### src/rtl/fcd_pkg.sv
// ----------------------------------------------------------------------------
// fcd_pkg
// Shared constants, types and functions for the 5x5 fiducial code decoder.
// ----------------------------------------------------------------------------
package fcd_pkg;

  localparam int GRID_N    = 5;
  localparam int CELL_N    = GRID_N * GRID_N;
  localparam int ROT_N     = 4;
  localparam int CODE_N    = 4;
  localparam int ID_W      = 10;
  localparam int DIST_W    = 4;
  localparam int ROW_DIST_W = 3;
  localparam int ROT_W     = 2;

  localparam logic [DIST_W-1:0] MaxErrorsReset = 4'd2;
  localparam logic [DIST_W-1:0] MaxDistance    = 4'd10;

  // Row codewords, cell x at bit x.
  localparam logic [GRID_N-1:0] Codewords [CODE_N] = '{
    5'h01, 5'h1D, 5'h12, 5'h0E
  };

  typedef logic [CELL_N-1:0] grid_t;

  // Per-rotation score handed from the evaluator to the selector.
  typedef struct packed {
    logic [DIST_W-1:0] score;
    logic [ID_W-1:0]   id;
  } rot_eval_t;

  // Rotated cell (x,y) is read from input cell:
  // 0 (x,y); 1 (4-y,x); 2 (4-x,4-y); 3 (y,4-x).
  function automatic grid_t rotate_grid(grid_t grid, logic [ROT_W-1:0] rot);
    grid_t res;
    int    src;
    res = '0;
    for (int y = 0; y < GRID_N; y++) begin
      for (int x = 0; x < GRID_N; x++) begin
        unique case (rot)
          2'd1:    src = x * GRID_N + (GRID_N - 1 - y);
          2'd2:    src = (GRID_N - 1 - y) * GRID_N + (GRID_N - 1 - x);
          2'd3:    src = (GRID_N - 1 - x) * GRID_N + y;
          default: src = y * GRID_N + x;
        endcase
        res[y*GRID_N+x] = grid[src];
      end
    end
    return res;
  endfunction

  // Smallest Hamming distance of a row to any codeword.
  function automatic logic [ROW_DIST_W-1:0] row_distance(logic [GRID_N-1:0] row);
    logic [ROW_DIST_W-1:0] best;
    logic [ROW_DIST_W-1:0] d;
    logic [GRID_N-1:0]     diff;
    best = ROW_DIST_W'(GRID_N);
    for (int p = 0; p < CODE_N; p++) begin
      diff = row ^ Codewords[p];
      d    = '0;
      for (int i = 0; i < GRID_N; i++) begin
        d = d + ROW_DIST_W'(diff[i]);
      end
      if (d < best) begin
        best = d;
      end
    end
    return best;
  endfunction

endpackage

### src/rtl/fcd_rot_eval.sv
// ----------------------------------------------------------------------------
// fcd_rot_eval
// Scores one rotated grid: summed row distance and the candidate id.
// ----------------------------------------------------------------------------
module fcd_rot_eval import fcd_pkg::*; (
  input  grid_t     grid_i,
  output rot_eval_t eval_o
);

  logic [DIST_W-1:0] sum;
  logic [ID_W-1:0]   id;

  always_comb begin
    sum = '0;
    id  = '0;
    for (int y = 0; y < GRID_N; y++) begin
      sum = sum + DIST_W'(row_distance(grid_i[y*GRID_N +: GRID_N]));
      // cells 1 and 3 of each row, first row in the top bits
      id[ID_W-1-2*y] = grid_i[y*GRID_N + 1];
      id[ID_W-2-2*y] = grid_i[y*GRID_N + 3];
    end
  end

  assign eval_o.score = sum;
  assign eval_o.id    = id;

endmodule

### src/rtl/fiducial_code_decode.sv
// ----------------------------------------------------------------------------
// fiducial_code_decode
// Decodes a 5x5 binary fiducial grid: best of four rotations by row Hamming
// distance to the code alphabet, then id extraction and limit check.
// ----------------------------------------------------------------------------
// One grid is taken in every clock cycle: busy_o stays low, so start_i may be
// held high for a continuous stream. Each accepted grid gives exactly one
// result: the grid enters the input register at the accepting edge and the
// result register at the next edge, so a one-cycle done_o pulse follows in
// the cycle right after that. The receiver cannot stall: capture the result
// ports whenever done_o is high. The error limit is written through cfg_we_i /
// cfg_wdata_i (reset value 2); write it only while no grid is in flight.
// When found_o is low, marker_id_o and rotation_o read as zero while
// best_distance_o still reports the smallest summed distance.
// ----------------------------------------------------------------------------
module fiducial_code_decode import fcd_pkg::*; (
  input  logic              clk_i,
  input  logic              rst_ni,
  // command side
  input  logic              start_i,
  output logic              busy_o,
  input  logic [CELL_N-1:0] cell_bits_i,
  // error limit register
  input  logic              cfg_we_i,
  input  logic [DIST_W-1:0] cfg_wdata_i,
  // result side
  output logic              done_o,
  output logic              found_o,
  output logic [ID_W-1:0]   marker_id_o,
  output logic [ROT_W-1:0]  rotation_o,
  output logic [DIST_W-1:0] best_distance_o
);

  logic              accept;
  logic [DIST_W-1:0] max_errors_q;

  // input register
  logic              in_valid_q;
  grid_t             grid_q;

  // per-rotation scores
  rot_eval_t         eval [ROT_N];

  // selection
  logic [DIST_W-1:0] best_dist;
  logic [ROT_W-1:0]  best_rot;
  logic [ID_W-1:0]   best_id;
  logic              found;

  // result register
  logic              done_q;
  logic              found_q;
  logic [ID_W-1:0]   id_q;
  logic [ROT_W-1:0]  rot_q;
  logic [DIST_W-1:0] dist_q;

  // Never back-pressure: the datapath takes a word every cycle.
  assign busy_o = 1'b0;
  assign accept = start_i && !busy_o;

  always_ff @(posedge clk_i or negedge rst_ni) begin
    if (!rst_ni) begin
      max_errors_q <= MaxErrorsReset;
    end else if (cfg_we_i) begin
      max_errors_q <= cfg_wdata_i;
    end
  end

  // Capture the grid; only the valid flag needs reset.
  always_ff @(posedge clk_i or negedge rst_ni) begin
    if (!rst_ni) begin
      in_valid_q <= 1'b0;
    end else begin
      in_valid_q <= accept;
    end
  end

  always_ff @(posedge clk_i) begin
    if (accept) begin
      grid_q <= cell_bits_i;
    end
  end

  // Score all four rotations in parallel.
  for (genvar r = 0; r < ROT_N; r++) begin : g_rot
    fcd_rot_eval u_eval (
      .grid_i (rotate_grid(grid_q, ROT_W'(r))),
      .eval_o (eval[r])
    );
  end

  // Strictly lower sum wins, so the earliest rotation keeps a tie.
  always_comb begin
    best_dist = eval[0].score;
    best_rot  = '0;
    best_id   = eval[0].id;
    for (int r = 1; r < ROT_N; r++) begin
      if (eval[r].score < best_dist) begin
        best_dist = eval[r].score;
        best_rot  = ROT_W'(r);
        best_id   = eval[r].id;
      end
    end
    found = (best_dist <= max_errors_q);
  end

  always_ff @(posedge clk_i or negedge rst_ni) begin
    if (!rst_ni) begin
      done_q <= 1'b0;
    end else begin
      done_q <= in_valid_q;
    end
  end

  // Drop id and rotation when the grid misses the limit.
  always_ff @(posedge clk_i) begin
    if (in_valid_q) begin
      found_q <= found;
      id_q    <= found ? best_id  : '0;
      rot_q   <= found ? best_rot : '0;
      dist_q  <= best_dist;
    end
  end

  assign done_o          = done_q;
  assign found_o         = found_q;
  assign marker_id_o     = id_q;
  assign rotation_o      = rot_q;
  assign best_distance_o = dist_q;

`ifndef ASSERT_OFF
  // every captured grid produces exactly one result the next cycle
  a_result_follows: assert property (@(posedge clk_i) disable iff (!rst_ni)
    1'b1 |=> (done_o == $past(in_valid_q)))
    else $error("result strobe does not follow the input register");

  // a miss reports no id and no rotation
  a_miss_clears: assert property (@(posedge clk_i) disable iff (!rst_ni)
    (done_o && !found_o) |-> (marker_id_o == '0 && rotation_o == '0))
    else $error("id or rotation nonzero on a miss");

  // five rows at most two apart from the alphabet each
  a_dist_bound: assert property (@(posedge clk_i) disable iff (!rst_ni)
    done_o |-> (best_distance_o <= MaxDistance))
    else $error("summed distance out of range");
`endif

endmodule

### config.mk
export PLATFORM = sky130hd
export DESIGN_NAME = fiducial_code_decode
export DESIGN_NICKNAME = d
export VERILOG_FILES = /design/src/rtl/fcd_pkg.sv /design/src/rtl/fcd_rot_eval.sv /design/src/rtl/fiducial_code_decode.sv
export SDC_FILE = /design/constraint.sdc
export NUM_CORES = 1
export LEC_CHECK = 0
export ABC_AREA = 1
export BUFFER_PORTS_ARGS = -buffer_cell sky130_fd_sc_hd__buf_2
export CELL_PAD_IN_SITES_DETAIL_PLACEMENT = 0
export CELL_PAD_IN_SITES_GLOBAL_PLACEMENT = 2
export CORE_ASPECT_RATIO = 1.5
export CORE_MARGIN = 2
export CORE_UTILIZATION = 43
export CTS_CLUSTER_SIZE = 30
export DETAILED_ROUTE_END_ITERATION = 7
export GPL_ROUTABILITY_DRIVEN = 0
export GPL_TIMING_DRIVEN = 0
export PLACE_DENSITY = 0.88
export SYNTH_ARGS = -nofsm -noshare
export SYNTH_HDL_FRONTEND = slang
export SYNTH_HIERARCHICAL = 1
export SYNTH_SLANG_ARGS = --single-unit
### constraint.sdc
create_clock -name clk_i -period 33 [get_ports clk_i]
set_input_delay 1.65 -clock clk_i [delete_from_list [all_inputs] [get_ports clk_i]]
set_output_delay 1.65 -clock clk_i [all_outputs]
set_load 0.02 [all_outputs]
==> summary.txt, run 1 <==
Run status
  – Outcome: finished clean

Detailed routing
  – Final WL: 34600 um
  – Vias: 12.0k
  – DR pass1 iterations: 4
  – Iteration-0 DRC Markers: 414
  – Antenna violation net count after detailed routing: 0
  – Drc violations: 0
  – Via density: 4.57
  – DR WL/cell: 13.2 um

Critical path
  – Crit-path max cell delay: 1.19 ns
  – Critical path fanouts, max: 16
  – CP max-delay cell: edfxtp_1
  – Critical Path AT: 12.50 ns
  – CP endpoint kind: flip-flop
  – CP Class: reg2reg
  – CP bufs+invs: 17
  – Most used cell, CP: inv_1
  – Startpoint Class: flip-flop
  – Family with the most delay on the worst path: adder cells
  – Critical Path RT: 33.15 ns

STA
  – Final Cycle Share: 0.374
  – Final setup violation count: 0
  – Fin. max-slew vios: 0
  – Period minus WS final: 12.35 ns
  – Post-Route Setup TNS: 0 ns
  – RSZ-0062 raised after global routing: no
  – Peak Freq: 0.0809 GHz
  – Hold Fails Final Rpt: 0
  – Max Clock Skew: 0.0111 ns
  – Slew headroom: 0.149
  – Worst-Margin Slew: 1.28 ns

Yosys
  – Sequential fraction of the synthesis area: 0.0863
  – Avg Cell Area, Syn: 7.90 um2
  – Post-Syn Instances: 2074
  – Number of flops mapped to enable cells by yosys: 42
  – Post-Syn Nets: 2630
  – Ranking of synthesized cells by area: ha_1, fa_1, inv_1
  – Ys Warns: 6
  – Top-count cell post-synth: inv_1
  – Synth top cells by count: inv_1, ha_1, nand2_1
  – Synth unique cells: 34
  – Post-synth top area share: 0.247
  – Largest area contributor in the netlist: ha_1
  – Asr flop ratio synth: 0.125
  – Synthesized area: 16400 um2
  – Synth Register Bits: 48
  – Main synth FF type: edfxtp_1

Die
  – Core region area: 37600 um2
  – Num rows: 87
  – Die span in x: 163 um
  – Die area: 39700 um2
  – Die Ht: 243 um
  – Initial Utilization: 0.436
  – IO Pins: 52

GRT
  – First-pass GRT wire length: 59700 um
  – Largest net degree at the start of global routing: 27
  – Global Route Usage Sum: 0.189
  – Remaining Overflow, GRT: 0
  – Vias in the first global route: 12.6k
  – Initial antenna violation count: 0

CTS
  – Postcts setup bufs: 0
  – CTS Buf Count: 5
  – Max Root-Sink Buffers: 2
  – CTS root buffer: clkbuf_16
  – Post_cts resized: 0
  – Cts hold-fix bufs: 0
  – CTS tree: yes
  – Htree depth: 2
  – Worst skew pair latency: 0.31 ns
  – CTS sink count: 48
  – Reg clk slew, reported paths: 0.08 ns

Layout
  – Multi-input gate area: 12200 um2
  – Share of layout cells above drive strength 1: 0.140
  – P&R area growth vs syn: 6.45%
  – Register area: 1410 um2
  – Nets: 2687
  – # fillers: 3852
  – Ant. Diodes: 0

Job
  – Max_cap viols: 0

Min path
  – Hold crit path type: reg2reg

Placed design
  – Post-DP HPWL: 30400 um
  – Port Buffers: 50
through the flow:
stage	worst slack [ns]	utilization	std cells	hold slack (ns)	instance area (um2)
floorplan	22.36	-	2074	0.465	16400
global placement	20.61	0.459	2613	0.494	17200
detailed placement	20.47	0.459	2613	0.507	17200
CTS	20.44	0.464	2621	0.520	17400
global route	19.42	0.464	2621	0.545	17400
finish	20.65	0.464	2621	0.513	17400
worst min-delay path: stages, from the launching register on:
cell     delay, ns
dfstp_2       0.36
inv_1         0.07
o21ai_0       0.08
layout by cell type (no fill, tap or decap):
cell	instances
a21oi_1	64
a21oi_2	14
a21oi_4	4
a32oi_1	1
and2_1	6
and2_2	2
buf_2	52
buf_4	41
buf_6	1
bufinv_16	2
clkbuf_1	5
clkbuf_16	5
conb_1	1
dfrtp_1	5
dfstp_2	1
edfxtp_1	42
fa_1	200
ha_1	323
inv_1	639
inv_2	5
inv_6	1
mux2_2	1
nand2_1	283
nand2_2	131
nand2_4	2
nand3_1	97
nand3_2	22
nand3b_1	4
nand3b_2	4
nor2_1	96
o211ai_1	10
o21a_1	12
o21ai_0	13
o21ai_1	20
o21ai_2	7
or2_2	4
xnor2_1	12
flip-flops by register name, indices dropped and copies added (netlist names):
signal	count
rotation_o	2
marker_id_o	10
max_errors_q	4
done_o	1
best_distance_o	4
in_valid_q	1
found_o	1
grid_q	25
path summary, 6_finish.rpt:
| path | startpoint | end | slack, ns | cells after the start |
|---|---|---|---|---|
| max in group asynchronous | rst_ni | max_errors_q[1] | 31.62 | 1 |
| setup / recovery | grid_q[5] | marker_id_o[9] | 20.65 | 68 |
| hold reg to reg | max_errors_q[1] | max_errors_q[1] | 0.51 | 2 |
| min in group asynchronous | rst_ni | max_errors_q[0] | 1.15 | 1 |
| setup reg to reg | grid_q[5] | marker_id_o[9] | 20.65 | 68 |
| hold / removal | max_errors_q[1] | max_errors_q[1] | 0.51 | 2 |
cells by family (layout without fill, tap and decap cells):
| kind of cell | count (synthesis) | count (layout) | synth area share |
|---|---|---|---|
| XOR/XNOR | 12 | 12 | 0.00642 |
| flip-flops | 48 | 48 | 0.0863 |
| buffers and inverters | 693 | 751 | 0.169 |
| AND/OR/NAND/NOR | 651 | 651 | 0.191 |
| other | 1 | 1 | 0.000229 |
| adder cells (fa/ha/maj) | 523 | 523 | 0.491 |
| AO/OA/AOI/OAI | 145 | 145 | 0.0555 |
| multiplexers | 1 | 1 | 0.000688 |
layer usage:
metal | GRT usage | routed length, um
met1 | 0.215 | 13900
met2 | 0.375 | 19400
met3 | 0.00547 | 508
met4 | 0.0536 | 886
met5 | 0 | 0
layout make-up:
cell class | instances | area share
Timing Repair Buffer | 50 | 0.0144
Multi-Input combinational cell | 1333 | 0.700
Clock buffer | 5 | 0.00718
Clock inverter | 3 | 0.00395
Buffer | 49 | 0.0200
Sequential cell | 48 | 0.0810
Inverter | 644 | 0.139
Tap cell | 489 | 0.0351
Power of run 1 is left out: the tool's default activity adds up to more than one toggle a clock period on the data nets, which glitch-free logic cannot reach.
==> run 2, diff against run 1 <==
Settings changed: ABC_AREA 1 to 0, CORE_UTILIZATION 43 to 38, PLACE_DENSITY 0.88 to 0.79.
Clock period 33 ns to 10.37 ns, I/O delays scaled along.
==> run 2 against run 1 <==
  * The run now ends with negative setup slack left
  * Design area up 8.7%
  * Flip-flop and latch count unchanged
  * Worst hold slack worse by 0.49 ns
  * Worst setup slack worse by 23 ns
  * Non-clock buffer count up 105
  * Clock skew up 0.0027 ns
  * Critical path depth down 9
  * Clock-buffer cell count unchanged
  * Highest routed layer is now met5
==> summary.txt, run 2 <==
STA
  – Hold Fails Final Rpt: 0
  – Final setup violation count: 16
  – Final Cycle Share: 1.18
  – Worst setup margin: -1.87 ns
  – Worst-Margin Slew: 0.926 ns
  – RSZ-0062 raised after global routing: yes
  – Fin. max-slew vios: 0
  – Period minus WS final: 12.24 ns
  – Peak Freq: 0.0817 GHz
  – Max Clock Skew: 0.0138 ns
  – Slew headroom: 0.383

Yosys
  – Post-Synth Simple-Gate Area: 0.0816
  – Synth Area in XOR/XNOR: 0.00643
  – Synth Register Bits: 48
  – Post-Syn Instances: 1773
  – Asr flop ratio synth: 0.125
  – Synth Area in Compound Gates: 0.163
  – Number of flops mapped to enable cells by yosys: 42
  – Synth Area in Adders: 0.492
  – Top-count cell post-synth: inv_1
  – Post-synthesis mux area share: 0.0418
  – Synth top cells by count: inv_1, ha_1, fa_1
  – Avg Cell Area, Syn: 9.22 um2
  – Synth unique cells: 87
  – Ranking of synthesized cells by area: ha_1, fa_1, inv_1
  – Largest area contributor in the netlist: ha_1
  – Main synth FF type: edfxtp_1
  – Post-Syn Nets: 2329
  – Ys Warns: 6
  – Largest family of logic cells by synthesized area: adder cells
  – Synthesized area: 16300 um2
  – Post-synth top area share: 0.247
  – Sequential fraction of the synthesis area: 0.0864

CTS
  – Reg clk slew, reported paths: 0.06 ns
  – CTS root buffer: clkbuf_16
  – CTS Buf Count: 5
  – Worst skew pair latency: 0.31 ns
  – Max Root-Sink Buffers: 2
  – CTS sink count: 48
  – CTS tree: yes
  – Htree depth: 2

Layout
  – Commonest non-fill, non-tap cell in the layout: inv_1
  – Largest register by flop count: grid_q
  – P&R area growth vs syn: 16.0%
  – Final Instance Area: 19000 um2
  – Share of layout cells above drive strength 1: 0.199
  – Nets: 2492
  – Most frequent cells in the layout: inv_1, ha_1, fa_1, buf_4, nor2_1
  – Number of flip-flops in the largest register: 25

Critical path
  – Critical path fanouts, max: 5
  – CP max-delay cell: fa_1
  – FF-to-FF setup slack: -1.87 ns
  – Critical Path RT: 10.50 ns
  – Critical Path AT: 12.37 ns
  – Crit-path max cell delay: 0.56 ns
  – Most used cell, CP: ha_1
  – CP Class: reg2reg
  – CP endpoint kind: flip-flop
  – Startpoint Class: flip-flop

GRT
  – Vias in the first global route: 13.1k
  – Global Route Usage Sum: 0.190
  – First-pass GRT wire length: 66700 um
  – Remaining Overflow, GRT: 0
  – Largest net degree at the start of global routing: 27
  – Initial antenna violation count: 3

Die
  – Die Ht: 258 um
  – Core region area: 42700 um2
  – Die span in x: 173 um
  – Num rows: 93
  – IO Pins: 52
  – Initial Utilization: 0.383
  – Die area: 44700 um2

Run status
  – Violations in the final reports: negative setup slack
  – Outcome: finished with violations

Detailed routing
  – DR pass1 iterations: 4
  – Antenna violation net count after detailed routing: 0
  – Final WL: 41600 um
  – Iteration-0 DRC Markers: 396
  – Via density: 4.93
  – Vias: 12.4k
  – Drc violations: 0
  – DR WL/cell: 16.6 um

Min path
  – Hold crit path type: in2async

Placed design
  – Port Buffers: 50
  – Post-DP HPWL: 32200 um
  – Post-DP Area: 17400 um2

Job
  – Max_cap viols: 0
==> run 2: worst paths after layout <==
kind	startpoint	to	depth (start not counted)
max	grid_q[5]	marker_id_o[1]	59
min	rst_ni	in_valid_q	1
max reg2reg	grid_q[5]	marker_id_o[1]	59
min reg2reg	max_errors_q[0]	max_errors_q[0]	1
max in group asynchronous	rst_ni	max_errors_q[1]	1
min in group clk_i	cell_bits_i[0]	grid_q[0]	1
==> run 2: metal layers <==
metal	part of all wire	track usage	vias up
li1	-	-	6127
met1	0.38	0.203	6050
met2	0.55	0.377	146
met3	0.030	0.0224	44
met4	0.041	0.0704	2
met5	0.00031	0	-
==> run 2: worst max-delay path, delay by kind of cell, from the launching register on <==
kind	cells	cell delay, ns
AO/OA/AOI/OAI	17	2.70
adder cells (fa/ha/maj)	16	5.45
buffers and inverters	12	1.03
flip-flops	1	0.38
multiplexers	5	0.75
AND/OR/NAND/NOR	9	1.75
==> run 2: metrics by stage <==
| step | setup slack (ns) | setup TNS, ns | utilization | cells | hold slack, ns |
|---|---|---|---|---|---|
| floorplan | -1.80 | -24.89 | - | 1773 | 0.223 |
| global placement | -3.64 | -52.73 | 0.408 | 2393 | 0.350 |
| detailed placement | -3.74 | -54.52 | 0.408 | 2393 | 0.352 |
| CTS | -2.03 | -28.32 | 0.432 | 2486 | 0.0242 |
| global route | -2.45 | -34.05 | 0.444 | 2507 | 0.0258 |
| finish | -1.87 | -25.37 | 0.444 | 2508 | 0.0267 |
==> run 2: cells by family after synthesis <==
kind of cell | after synthesis
buffers and inverters | 513
xor gates and xnor gates | 12
AOI/OAI and AO/OA | 356
DFF | 48
adders and majority gates | 523
and+or+nand+nor | 254
muxes | 66
other | 1
==> run 2: repair_timing <==
item,4_1_cts,5_1_grt
buffers inserted,84,22
hold buffers,0,0
cloned,1,0
endpoints found under the setup margin,16,16
pin swaps,31,25
resized for setup,40,76
endpoints found under the hold margin,0,0
==> run 2: layout make-up <==
cell class | instances | area [um2]
diodes | 1 | 2.50
well taps | 570 | 713
inverters | 465 | 1760
flip-flops and latches | 48 | 1410
plain buffers | 48 | 380
multi-input cells | 1212 | 13400
fillers | 4215 | 23800
clock inverters | 3 | 18.8
clock buffers | 5 | 125
repair buffers | 156 | 1150
Power of run 2 is left out for the same reason.
==> run 3, diff against run 2 <==
Settings changed: SYNTH_HIERARCHICAL 1 to unset.
==> run 3 against run 2 <==
  * The run still ends with negative setup slack left
  * Non-clock buffer count fell by 37
  * Area after synthesis decreased by 5.0%
  * Worst hold slack worse by 0.011 ns
  * Design area shrank 3.8%
  * Synthesized cell count fell by 3.8%
  * Critical path depth shrank 3
  * Clock-buffer cell count is the same
  * Via count decreased by 5.1%
  * Critical path type unchanged
==> summary.txt, run 3 <==
STA
  – Hold Fails Final Rpt: 0
  – RSZ-0062 raised after global routing: yes
  – Final setup violation count: 16
  – Fin. max-slew vios: 0
  – Worst-Margin Slew: 0.811 ns
  – Slew headroom: 0.459
  – Max Clock Skew: 0.0184 ns
  – Worst setup margin: -1.56 ns
  – Post-Route Setup TNS: -20.74 ns
  – Period minus WS final: 11.93 ns
  – Peak Freq: 0.0838 GHz
  – Final Cycle Share: 1.15

CTS
  – Max Root-Sink Buffers: 2
  – CTS tree: yes
  – Cts hold-fix bufs: 0
  – Worst skew pair latency: 0.33 ns
  – CTS Buf Count: 5
  – CTS root buffer: clkbuf_16
  – CTS sink count: 48
  – Htree depth: 2
  – Reg clk slew, reported paths: 0.09 ns

Die
  – Die span in x: 169 um
  – IO Pins: 52
  – Num rows: 90
  – Core region area: 40300 um2
  – Initial Utilization: 0.385
  – Die area: 42500 um2
  – Die Ht: 252 um

Critical path
  – Reg2reg path depth: 56
  – Reg2Reg Capture Point: marker_id_o[4]
  – CP endpoint kind: flip-flop
  – Most used cell, CP: ha_4
  – Critical Path RT: 10.51 ns
  – RR Startpoint: grid_q[6]
  – Crit-path max cell delay: 0.58 ns
  – CP max-delay cell: or4_4
  – Critical Path AT: 12.07 ns
  – Startpoint Class: flip-flop
  – Critical path fanouts, max: 5
  – FF-to-FF setup slack: -1.56 ns
  – CP Class: reg2reg

Detailed routing
  – DR WL/cell: 17.7 um
  – Iteration-0 DRC Markers: 360
  – Drc violations: 0
  – Via density: 4.93
  – Antenna violation net count after detailed routing: 0
  – Final WL: 42000 um
  – Vias: 11.7k
  – DR pass1 iterations: 5

Placed design
  – Post-Place Setup Slack: -3.03 ns
  – Post-DP HPWL: 33500 um
  – Post-DP Area: 16700 um2
  – Port Buffers: 50

Run status
  – Violations in the final reports: negative setup slack
  – Outcome: finished with violations

Yosys
  – Ranking of synthesized cells by area: ha_1, fa_1, inv_1
  – Sequential fraction of the synthesis area: 0.0910
  – Main synth FF type: edfxtp_1
  – Synth Register Bits: 48
  – Post-Syn Nets: 2254
  – Avg Cell Area, Syn: 9.10 um2
  – Number of flops mapped to enable cells by yosys: 42
  – Synthesized area: 15500 um2
  – Post-Syn Instances: 1706
  – Ys Warns: 0
  – Synth unique cells: 59
  – Top-count cell post-synth: inv_1
  – Asr flop ratio synth: 0.125
  – Post-synth top area share: 0.260
  – Synth top cells by count: inv_1, ha_1, fa_1
  – Largest area contributor in the netlist: ha_1

Job
  – Max_cap viols: 0

GRT
  – Global Route Usage Sum: 0.207
  – Largest net degree at the start of global routing: 27
  – Met2 Usage GRT: 0.411
  – First-pass GRT wire length: 67100 um
  – Initial antenna violation count: 0
  – Global routing usage on met3: 0.0118
  – GRT busiest layer: met2
  – Vias in the first global route: 12.6k
  – GRT met1 Usage: 0.233
  – Remaining Overflow, GRT: 0

Layout
  – Nets: 2419
  – Commonest non-fill, non-tap cell in the layout: inv_1
  – Most frequent cells in the layout: inv_1, ha_1, fa_1, buf_4, nor2_1
  – P&R area growth vs syn: 17.4%
  – Number of flip-flops in the largest register: 25
  – Share of layout cells above drive strength 1: 0.182
  – Largest register by flop count: grid_q
  – Final Instance Area: 18200 um2
  – Ant. Diodes: 0
  – Core Util, Final: 0.452

Min path
  – Hold crit path type: in2async
==> run 3: cell count changes after synthesis, moves of 20 or more <==
cell / previous run / this run
a2bb2oi_1: 4 / 30
buf_4: 41 / 1
inv_1: 465 / 505
mux2_2: 9 / 40
nand2b_1: 39 / 19
o21ai_0: 50 / 20
or3_1: 20 / 0
==> run 3: cells by family after synthesis <==
family,share of synthesized area
buffers and inverters,0.126
AND/OR/NAND/NOR,0.0737
multiplexers,0.0629
adder cells (fa/ha/maj),0.509
flip-flops,0.0910
AO/OA/AOI/OAI,0.131
other,0.000242
XOR/XNOR,0.00677
==> run 3: repair_timing <==
item | CTS | global route
pin swaps | 59 | 54
setup buffers | 90 | 17
resized for setup | 80 | 34
setup endpoints to repair | 16 | 16
cloned | 2 | 0
==> run 3: worst max path at each step <==
stage                     from             end  slack, ns  depth (start not counted)
detailed placement  grid_q[13]  marker_id_o[3]      -3.03                         55
global placement    grid_q[13]  marker_id_o[3]      -2.92                         55
CTS                  grid_q[6]  marker_id_o[7]      -1.48                         55
floorplan           grid_q[11]  marker_id_o[7]      -1.25                         57
global route        grid_q[11]  marker_id_o[0]      -1.97                         56
finish               grid_q[6]  marker_id_o[4]      -1.56                         56
==> run 3: final cells by class <==
class | count | area, um2
sequential | 48 | 1410
multi-input combinational | 1144 | 12900
timing repair buffer | 159 | 1120
fill | 3956 | 22100
tap | 506 | 633
clock inverter | 3 | 46.3
buffer | 8 | 71.3
inverter | 505 | 1960
clock buffer | 5 | 125
==> run 3: layer usage <==
metal / vias to the layer above / routed length, um
li1: 5795 / -
met1: 5784 / 16700
met2: 119 / 23400
met3: 36 / 697
met4: 0 / 1280
met5: - / 0
==> run 3: worst max-delay path: cells and delay by family (launching register included) <==
| kind | cells | cell delay (ns) |
|---|---|---|
| adders and majority gates | 16 | 5.25 |
| AOI/OAI and AO/OA | 15 | 2.08 |
| and+or+nand+nor | 9 | 1.46 |
| muxes | 5 | 1.34 |
| buffers and inverters | 9 | 0.72 |
| DFF | 1 | 0.46 |
| xor gates and xnor gates | 2 | 0.42 |
==> run 3: per-stage QoR <==
stage	hold slack (ns)	cells
floorplan	0.223	1706
global placement	0.351	2262
detailed placement	0.354	2262
CTS	0.0133	2362
global route	0.0175	2378
finish	0.0158	2378
Power of run 3 is left out for the same reason.
